--- src/cfq_pkg.sv ---
package cfq_pkg;

    localparam int DEF_DEPTH = 64;
    localparam int DATA_W    = 32;
    localparam int OP_W      = 2;
    localparam int ST_W      = 2;

    localparam logic [OP_W-1:0] OP_ENQUEUE = 2'd0;
    localparam logic [OP_W-1:0] OP_DEQUEUE = 2'd1;
    localparam logic [OP_W-1:0] OP_DISPLAY = 2'd2;

    localparam logic [ST_W-1:0] ST_OK       = 2'd0;
    localparam logic [ST_W-1:0] ST_OVERFLOW = 2'd1;
    localparam logic [ST_W-1:0] ST_EMPTY    = 2'd2;

    // controller -> datapath
    typedef struct packed {
        logic enq;       // store beat value at tail, load ok result
        logic ld_ovf;    // load overflow result
        logic ld_empty;  // load empty result
        logic rd_start;  // read at head, start the walk
        logic rd_next;   // read at walk index, advance it
        logic ld_data;   // load result from the read data
        logic ld_last;   // last flag for ld_data
        logic deq_adv;   // pop: advance head, decrement count
    } t_dp_cmd;

    // datapath -> controller
    typedef struct packed {
        logic full;
        logic empty;
        logic out_free;  // output register can take a result this cycle
        logic rem_one;   // one entry left in the walk
    } t_dp_stat;

endpackage

--- src/cfq_if.sv ---
interface cfq_in_if
    import cfq_pkg::*;
();
    logic                     valid;
    logic                     ready;
    logic [OP_W-1:0]          opcode;
    logic signed [DATA_W-1:0] item_value;

    modport source(output valid, output opcode, output item_value, input ready);
    modport sink(input valid, input opcode, input item_value, output ready);
endinterface

interface cfq_out_if
    import cfq_pkg::*;
();
    logic                     valid;
    logic                     ready;
    logic [ST_W-1:0]          status;
    logic                     has_data;
    logic signed [DATA_W-1:0] data_value;
    logic                     last;

    modport source(output valid, output status, output has_data, output data_value,
                   output last, input ready);
    modport sink(input valid, input status, input has_data, input data_value,
                 input last, output ready);
endinterface

--- src/cfq_ram.sv ---
module cfq_ram #(
    parameter int WIDTH = 32,
    parameter int DEPTH = 64
) (
    input  logic                     i_clk,
    input  logic                     i_wr_en,
    input  logic [$clog2(DEPTH)-1:0] i_wr_addr,
    input  logic [WIDTH-1:0]         i_wr_data,
    input  logic                     i_rd_en,
    input  logic [$clog2(DEPTH)-1:0] i_rd_addr,
    output logic [WIDTH-1:0]         o_rd_data
);

    logic [WIDTH-1:0] r_mem [DEPTH];
    logic [WIDTH-1:0] r_rd_data;

    always_ff @(posedge i_clk) begin
        if (i_wr_en) begin
            r_mem[i_wr_addr] <= i_wr_data;
        end
        if (i_rd_en) begin
            r_rd_data <= r_mem[i_rd_addr];
        end
    end

    assign o_rd_data = r_rd_data;

endmodule

--- src/cfq_dp.sv ---
module cfq_dp
    import cfq_pkg::*;
#(
    parameter int DEPTH = DEF_DEPTH
) (
    input  logic                     i_clk,
    input  logic                     i_rst_n,
    input  t_dp_cmd                  i_cmd,
    input  logic signed [DATA_W-1:0] i_item_value,
    output t_dp_stat                 o_stat,
    cfq_out_if.source                o_out
);

    localparam int AW = $clog2(DEPTH);
    localparam int CW = $clog2(DEPTH + 1);

    logic [AW-1:0] r_head, n_head;
    logic [AW-1:0] r_tail, n_tail;
    logic [AW-1:0] r_walk, n_walk;
    logic [CW-1:0] r_count, n_count;
    logic [CW-1:0] r_rem, n_rem;

    logic                     r_out_valid, n_out_valid;
    logic [ST_W-1:0]          r_status, n_status;
    logic                     r_has_data, n_has_data;
    logic signed [DATA_W-1:0] r_data, n_data;
    logic                     r_last, n_last;

    logic [AW-1:0]     rd_addr;
    logic [DATA_W-1:0] rd_data;
    logic              out_free;

    function automatic logic [AW-1:0] wrap_inc(input logic [AW-1:0] idx);
        return (idx == AW'(DEPTH - 1)) ? '0 : idx + AW'(1);
    endfunction

    assign rd_addr = i_cmd.rd_start ? r_head : r_walk;

    cfq_ram #(
        .WIDTH(DATA_W),
        .DEPTH(DEPTH)
    ) u_ram (
        .i_clk    (i_clk),
        .i_wr_en  (i_cmd.enq),
        .i_wr_addr(r_tail),
        .i_wr_data(i_item_value),
        .i_rd_en  (i_cmd.rd_start | i_cmd.rd_next),
        .i_rd_addr(rd_addr),
        .o_rd_data(rd_data)
    );

    assign out_free        = !r_out_valid || o_out.ready;
    assign o_stat.full     = (r_count == CW'(DEPTH));
    assign o_stat.empty    = (r_count == '0);
    assign o_stat.out_free = out_free;
    assign o_stat.rem_one  = (r_rem == CW'(1));

    always_comb begin
        n_head  = r_head;
        n_tail  = r_tail;
        n_walk  = r_walk;
        n_count = r_count;
        n_rem   = r_rem;
        if (i_cmd.enq) begin
            n_tail  = wrap_inc(r_tail);
            n_count = r_count + CW'(1);
        end
        if (i_cmd.deq_adv) begin
            n_head  = wrap_inc(r_head);
            n_count = r_count - CW'(1);
        end
        if (i_cmd.rd_start) begin
            n_walk = wrap_inc(r_head);
            n_rem  = r_count;
        end else if (i_cmd.rd_next) begin
            n_walk = wrap_inc(r_walk);
        end
        if (i_cmd.ld_data) begin
            n_rem = r_rem - CW'(1);
        end
    end

    always_comb begin
        n_out_valid = r_out_valid && !o_out.ready;
        n_status    = r_status;
        n_has_data  = r_has_data;
        n_data      = r_data;
        n_last      = r_last;
        priority if (i_cmd.ld_ovf) begin
            n_out_valid = 1'b1;
            n_status    = ST_OVERFLOW;
            n_has_data  = 1'b0;
            n_data      = '0;
            n_last      = 1'b1;
        end else if (i_cmd.ld_empty) begin
            n_out_valid = 1'b1;
            n_status    = ST_EMPTY;
            n_has_data  = 1'b0;
            n_data      = '0;
            n_last      = 1'b1;
        end else if (i_cmd.enq) begin
            n_out_valid = 1'b1;
            n_status    = ST_OK;
            n_has_data  = 1'b0;
            n_data      = '0;
            n_last      = 1'b1;
        end else if (i_cmd.ld_data) begin
            n_out_valid = 1'b1;
            n_status    = ST_OK;
            n_has_data  = 1'b1;
            n_data      = rd_data;
            n_last      = i_cmd.ld_last;
        end else begin
        end
    end

    always_ff @(posedge i_clk) begin
        if (!i_rst_n) begin
            r_head      <= '0;
            r_tail      <= '0;
            r_walk      <= '0;
            r_count     <= '0;
            r_rem       <= '0;
            r_out_valid <= 1'b0;
        end else begin
            r_head      <= n_head;
            r_tail      <= n_tail;
            r_walk      <= n_walk;
            r_count     <= n_count;
            r_rem       <= n_rem;
            r_out_valid <= n_out_valid;
        end
    end

    always_ff @(posedge i_clk) begin
        r_status   <= n_status;
        r_has_data <= n_has_data;
        r_data     <= n_data;
        r_last     <= n_last;
    end

    assign o_out.valid      = r_out_valid;
    assign o_out.status     = r_status;
    assign o_out.has_data   = r_has_data;
    assign o_out.data_value = r_data;
    assign o_out.last       = r_last;

endmodule

--- src/cfq_ctrl.sv ---
module cfq_ctrl
    import cfq_pkg::*;
(
    input  logic     i_clk,
    input  logic     i_rst_n,
    cfq_in_if.sink   i_in,
    input  t_dp_stat i_stat,
    output t_dp_cmd  o_cmd
);

    localparam logic [1:0] S_IDLE = 2'd0;
    localparam logic [1:0] S_RD   = 2'd1;
    localparam logic [1:0] S_WALK = 2'd2;

    logic [1:0] r_state, n_state;
    logic       r_is_disp, n_is_disp;
    logic       accept;

    assign i_in.ready = (r_state == S_IDLE) && i_stat.out_free;
    assign accept     = i_in.valid && i_in.ready;

    always_comb begin
        n_state   = r_state;
        n_is_disp = r_is_disp;
        o_cmd     = '0;
        unique case (r_state)
            S_IDLE: begin
                if (accept) begin
                    unique case (i_in.opcode)
                        OP_ENQUEUE: begin
                            o_cmd.ld_ovf = i_stat.full;
                            o_cmd.enq    = !i_stat.full;
                        end
                        OP_DEQUEUE, OP_DISPLAY: begin
                            if (i_stat.empty) begin
                                o_cmd.ld_empty = 1'b1;
                            end else begin
                                o_cmd.rd_start = 1'b1;
                                n_is_disp      = (i_in.opcode == OP_DISPLAY);
                                n_state        = S_RD;
                            end
                        end
                        default: begin
                            // unused opcode: dropped silently
                        end
                    endcase
                end
            end
            S_RD: begin
                // read data is out of the RAM; output register was freed at issue
                o_cmd.ld_data = 1'b1;
                o_cmd.ld_last = !r_is_disp || i_stat.rem_one;
                o_cmd.deq_adv = !r_is_disp;
                n_state       = (!r_is_disp || i_stat.rem_one) ? S_IDLE : S_WALK;
            end
            S_WALK: begin
                if (i_stat.out_free) begin
                    o_cmd.rd_next = 1'b1;
                    n_state       = S_RD;
                end
            end
            default: begin
                n_state = S_IDLE;
            end
        endcase
    end

    always_ff @(posedge i_clk) begin
        if (!i_rst_n) begin
            r_state   <= S_IDLE;
            r_is_disp <= 1'b0;
        end else begin
            r_state   <= n_state;
            r_is_disp <= n_is_disp;
        end
    end

endmodule

--- src/circular_fifo_queue_unit.sv ---
// Enqueue: result beat valid in the cycle after accept; one enqueue per cycle while output drains.
// Dequeue: result passes through the registered RAM read, then the output register.
// Display: one beat per stored entry, each a RAM read, then a load of the output register.
// Each input item is accepted only when the previous one is fully emitted and the
// output register is free. Reset (i_rst_n low, synchronous) empties the queue
// and clears the pointers and output valid; entry storage is not cleared.
module circular_fifo_queue_unit
    import cfq_pkg::*;
#(
    parameter int DEPTH = DEF_DEPTH
) (
    input  logic      i_clk,
    input  logic      i_rst_n,
    cfq_in_if.sink    i_in,
    cfq_out_if.source o_out
);

    t_dp_cmd  cmd;
    t_dp_stat stat;

    cfq_ctrl u_ctrl (
        .i_clk  (i_clk),
        .i_rst_n(i_rst_n),
        .i_in   (i_in),
        .i_stat (stat),
        .o_cmd  (cmd)
    );

    cfq_dp #(
        .DEPTH(DEPTH)
    ) u_dp (
        .i_clk       (i_clk),
        .i_rst_n     (i_rst_n),
        .i_cmd       (cmd),
        .i_item_value(i_in.item_value),
        .o_stat      (stat),
        .o_out       (o_out)
    );

endmodule

--- src/flat_wrapper.sv ---
// flat-port wrapper written by rule: the top's interface ports become plain ports
module circular_fifo_queue_unit_flat import cfq_pkg::*;
#(
    parameter int DEPTH = DEF_DEPTH
)
  (i_clk, i_rst_n, i_in_valid, i_in_opcode, i_in_item_value, i_in_ready, o_out_valid, o_out_status, o_out_has_data, o_out_data_value, o_out_last, o_out_ready);
  cfq_in_if i_in_i ();
  cfq_out_if o_out_i ();
  input  logic i_clk;
  input  logic i_rst_n;
  input wire logic [$bits(i_in_i.valid)-1:0] i_in_valid;
  input wire logic [$bits(i_in_i.opcode)-1:0] i_in_opcode;
  input wire logic [$bits(i_in_i.item_value)-1:0] i_in_item_value;
  output wire logic [$bits(i_in_i.ready)-1:0] i_in_ready;
  output wire logic [$bits(o_out_i.valid)-1:0] o_out_valid;
  output wire logic [$bits(o_out_i.status)-1:0] o_out_status;
  output wire logic [$bits(o_out_i.has_data)-1:0] o_out_has_data;
  output wire logic [$bits(o_out_i.data_value)-1:0] o_out_data_value;
  output wire logic [$bits(o_out_i.last)-1:0] o_out_last;
  input wire logic [$bits(o_out_i.ready)-1:0] o_out_ready;
  assign i_in_i.valid = i_in_valid;
  assign i_in_i.opcode = i_in_opcode;
  assign i_in_i.item_value = i_in_item_value;
  assign i_in_ready = i_in_i.ready;
  assign o_out_valid = o_out_i.valid;
  assign o_out_status = o_out_i.status;
  assign o_out_has_data = o_out_i.has_data;
  assign o_out_data_value = o_out_i.data_value;
  assign o_out_last = o_out_i.last;
  assign o_out_i.ready = o_out_ready;
  circular_fifo_queue_unit #(.DEPTH(DEPTH)) u_core (.i_clk(i_clk), .i_rst_n(i_rst_n), .i_in(i_in_i), .o_out(o_out_i));
endmodule
--- config.mk ---
export PLATFORM = sky130hd
export DESIGN_NAME = circular_fifo_queue_unit_flat
export DESIGN_NICKNAME = d
export VERILOG_FILES = /design/src/cfq_pkg.sv /design/src/cfq_if.sv /design/src/cfq_ram.sv /design/src/cfq_dp.sv /design/src/cfq_ctrl.sv /design/src/circular_fifo_queue_unit.sv /design/src/flat_wrapper.sv
export SDC_FILE = /design/constraint.sdc
export NUM_CORES = 2
export LEC_CHECK = 0
export ABC_AREA = 1
export BUFFER_PORTS_ARGS = -buffer_cell sky130_fd_sc_hd__buf_2
export CAP_MARGIN = 25
export CORE_UTILIZATION = 35
export DETAILED_ROUTE_END_ITERATION = 6
export GPL_ROUTABILITY_DRIVEN = 0
export PLACE_DENSITY = 0.55
export SETUP_SLACK_MARGIN = 0.4
export SLEW_MARGIN = 20
export SYNTH_ARGS = -nofsm -noshare
export SYNTH_HDL_FRONTEND = slang
export SYNTH_SLANG_ARGS = --single-unit
--- constraint.sdc ---
create_clock -name i_clk -period 10.15 [get_ports i_clk]
set_input_delay 1.015 -clock i_clk [delete_from_list [all_inputs] [get_ports i_clk]]
set_output_delay 1.015 -clock i_clk [all_outputs]
set_load 0.05 [all_outputs]
==> results.py <==
metrics = {
    "logic_synthesis": {
        "syn_area_sq_um": 93500,
        "synth_top_cells_by_area": "edfxtp_1 (67%), nand3_1 (11%), nand3b_1 (6.1%), nand2_1 (6.0%), inv_1 (3.9%)",
        "synth-seq-cells": 2152,
        "synthCells": 8305,
        "synthArstFlopShare_pct": 0,
        "synth-edff-count": 2080,
        "synth.most_common_cell": "nand3_1",
        "synth_area_per_cell_sq_um": 11.3,
        "yosysTopAreaCellShare_pct": 66.8,
        "yosys.area.top_type": "edfxtp_1",
        "synth-seq-area-share_pct": 68.4,
        "ys.warnings.count": 0,
        "ys.flop_type": "edfxtp_1",
        "synth_nets": 8356,
        "yosysUniqueCellTypes": 43,
        "ys_top_cells_by_count": "nand3_1 (2091), edfxtp_1 (2080), nand2_1 (1482)",
    },
    "final_layout": {
        "ff_latch_area_sq_um": 63900,
        "fin_util_pct": 39.4,
        "syn2layout_area_growth_pct": 11.9,
        "drive_gt1_share_pct": 7.64,
        "fill_cells": 25000,
        "multi_input_area_sq_um": 23800,
        "num-nets-final": 8246,
    },
    "timing": {
        "setup_ws_ps": 4830,
        "grt_setup_unrepaired": "no",
        "fmax_mhz": 188,
        "min_period_over_period_pct": 52.4,
        "maxSlewHeadroom_pct": 17.9,
        "hold_violations": 0,
        "setup_viol": 0,
        "min_period_ps": 5320,
        "fin_hold_ws_ps": 461,
        "worst_slew_pin_slew_ps": 1230,
        "drv_slew": 0,
        "fin_tns_setup_ps": 0,
        "fin_worst_skew_ps": 36.7,
    },
    "setup_path": {
        "cp_cell_sequence": "buf_2, inv_1, ha_1, inv_1, nor2_2, nand3_4, nand2_4, buf_12, nand2_1, nand3_1, nand3_1, nand3_1, nand3_1, nand3_1, nand2_1",
        "crit_arrival_ps": 5930,
        "cp-start-kind": "input pin",
        "required_ps": 10760,
        "slowest_stage": "nand2_4",
        "setup.worst_path.end_class": "flip-flop",
        "r2r-start": "u_core.u_ctrl.r_state[0]",
        "path_class": "in -> reg",
        "path_max_fanout": 182,
        "startpoint": "i_in_opcode[1]",
        "cpMostUsedCell": "nand3_1",
        "max_stage_delay_ps": 1040,
    },
    "global_route": {
        "overflow": 0,
        "grt_use_met1_pct": 29.2,
        "grtUsageTotal_pct": 21.6,
        "grtUsageMet2_pct": 34.8,
        "met3_usage_pct": 3.46,
        "grt-busiest-layer": "met2",
        "grt_pass1_vias": 60700,
        "grt_antenna_before_repair": 20,
        "grt_max_degree": 183,
        "grt_pass1_wl_um": 429000,
    },
    "clock_network": {
        "post_cts_buffers": 0,
        "clk_pin_slew_ps": 60,
        "cts_buffers": 214,
        "cts.path.max_buffers": 3,
        "root_buffer": "clkbuf_16",
        "cts.sinks": 2152,
        "cts_hold_buf": 0,
        "cts_resized": 0,
        "htreeDepth": 4,
        "clk-insertion-delay-late_ps": 880,
        "cts_tree": "done",
    },
    "route": {
        "drt_first_iter_violations": 7480,
        "routedWlPerCell_um": 24.9,
        "detail-route-antenna-nets": 0,
        "viasPerCell": 5.34,
        "dr.pass1.iters": 7,
        "routed-via-count": 63700,
        "wl_um": 297000,
        "drc": 20,
    },
    "floorplan": {
        "initial_core_util_pct": 35.2,
        "dieHeight_um": 519,
        "pin_count": 76,
        "die_area_sq_um": 269000,
        "core_sq_um": 265000,
        "row_count": 189,
        "die_x_um": 519,
    },
    "pwr": {
        "vdd_ir_drop_max_v": 0.000156,
        "p_int_mw": 15.2,
        "power_density_nw_per_um2": 206,
        "p_total_mw": 21.5,
        "clock_power_share_pct": 36.7,
        "power_frac_comb_pct": 17.2,
        "sequentialPowerShare_pct": 46.1,
        "swShare_pct": 29.4,
        "p_sw_mw": 6.33,
        "p_leak_nw": 38.9,
    },
    "placed_design": {
        "dp_hpwl_um": 151000,
        "pre_cts_ws_ps": 4060,
        "port_buffers": 75,
    },
    "worst_hold_path": {
        "min_from": "u_core.u_dp.o_out.data_value[13]",
        "holdCritPathClass": "reg -> reg",
    },
    "job": {
        "maxCapViolCount": 0,
    },
    "run_status": {
        "violations": "DRC",
        "outcome": "finished, violations left",
    },
}
-- cell usage in the layout, fill, tap and decap left out, types with 18 or more instances in the layout --
master        n
nand3_1    2091
edfxtp_1   2080
nand2_1    1480
inv_1       965
nand3b_1    758
clkbuf_16   218
buf_4       146
buf_2        75
dfxtp_1      72
nor2_4       63
a21oi_1      60
clkbuf_1     57
clkinv_1     48
clkinv_2     34
nor2_1       32
o21ai_0      22
buf_12       21
or2_1        19
bufinv_16    18
-- worst max-delay path: cells and delay by family --
| kind | cells | cell delay, ps |
|---|---|---|
| adder cells (fa/ha/maj) | 1 | 280 |
| AND/OR/NAND/NOR | 10 | 3460 |
| buffers and inverters | 4 | 680 |
-- path summary, 6_finish.rpt --
path | end | slack (ps) | depth (start not counted)
max | u_core.u_dp.u_ram.o_rd_data[0] | 4830 | 15
min | u_core.u_dp.o_out.data_value[13] | 460 | 2
max reg2reg | u_core.u_dp.u_ram.o_rd_data[0] | 4890 | 13
min reg2reg | u_core.u_dp.o_out.data_value[13] | 460 | 2
-- sequential cells by signal (all words and copies together) (netlist names) --
| name | flops |
|---|---|
| u_core.u_dp.o_out.last | 1 |
| u_core.u_dp.o_out.data_value | 32 |
| u_core.u_dp.o_out.valid | 1 |
| u_core.u_dp.r_rem | 7 |
| u_core.u_dp.r_walk | 6 |
| u_core.u_dp.u_ram.o_rd_data | 32 |
| u_core.u_ctrl.r_state | 2 |
| u_core.u_ctrl.r_is_disp | 1 |
| u_core.u_dp.r_head | 6 |
| u_core.u_dp.r_tail | 6 |
| u_core.u_dp.o_out.has_data | 1 |
| u_core.u_dp.u_ram.r_mem | 2048 |
| u_core.u_dp.o_out.status | 2 |
| u_core.u_dp.r_count | 7 |
-- routing by layer --
metal	part of all wire [%]	vias up
met5	0.016	-
met4	3.4	8
met3	7.8	414
met2	47	2680
met1	42	32000
li1	-	28600
-- metrics by stage --
step / area [sq um] / instances
2_1_floorplan: 93500 / 8305
3_3_place_gp: 97700 / 11500
3_5_place_dp: 97700 / 11500
4_1_cts: 105000 / 11900
5_1_grt: 105000 / 11900
6_report: 105000 / 11900
-- kinds of logic (layout without fill, tap and decap cells) --
logic type / Yosys count / in the layout / synth area share [%]
and+or+nand+nor: 4479 / 4479 / 24.0
DFF: 2152 / 2152 / 68.4
buffers and inverters: 1542 / 1618 / 6.76
AOI/OAI and AO/OA: 108 / 108 / 0.637
adders and majority gates: 13 / 13 / 0.182
xor gates and xnor gates: 11 / 11 / 0.103
other: 0 / 10 / 0
-- power groups by stage --
stage / Clock [mW] / Sequential (mW) / Combinational, mW
after floorplan: 0 / 10.2 / 2.31
final: 7.91 / 9.93 / 3.70
after global routing: 8.34 / 9.92 / 4.01
after detailed placement: 0 / 10.1 / 3.67
after CTS: 8.03 / 9.93 / 3.68
after global placement: 0 / 10.1 / 3.64
-- area by class of cell --
type | instances | share of cell area, %
diodes | 10 | 0.0239
repair buffers | 244 | 1.83
clock buffers | 287 | 5.57
multi-input cells | 4611 | 22.8
inverters | 972 | 3.50
well taps | 3533 | 4.22
clock inverters | 115 | 1.01
flip-flops and latches | 2152 | 61.1
Power figures use the tool's default switching activity.
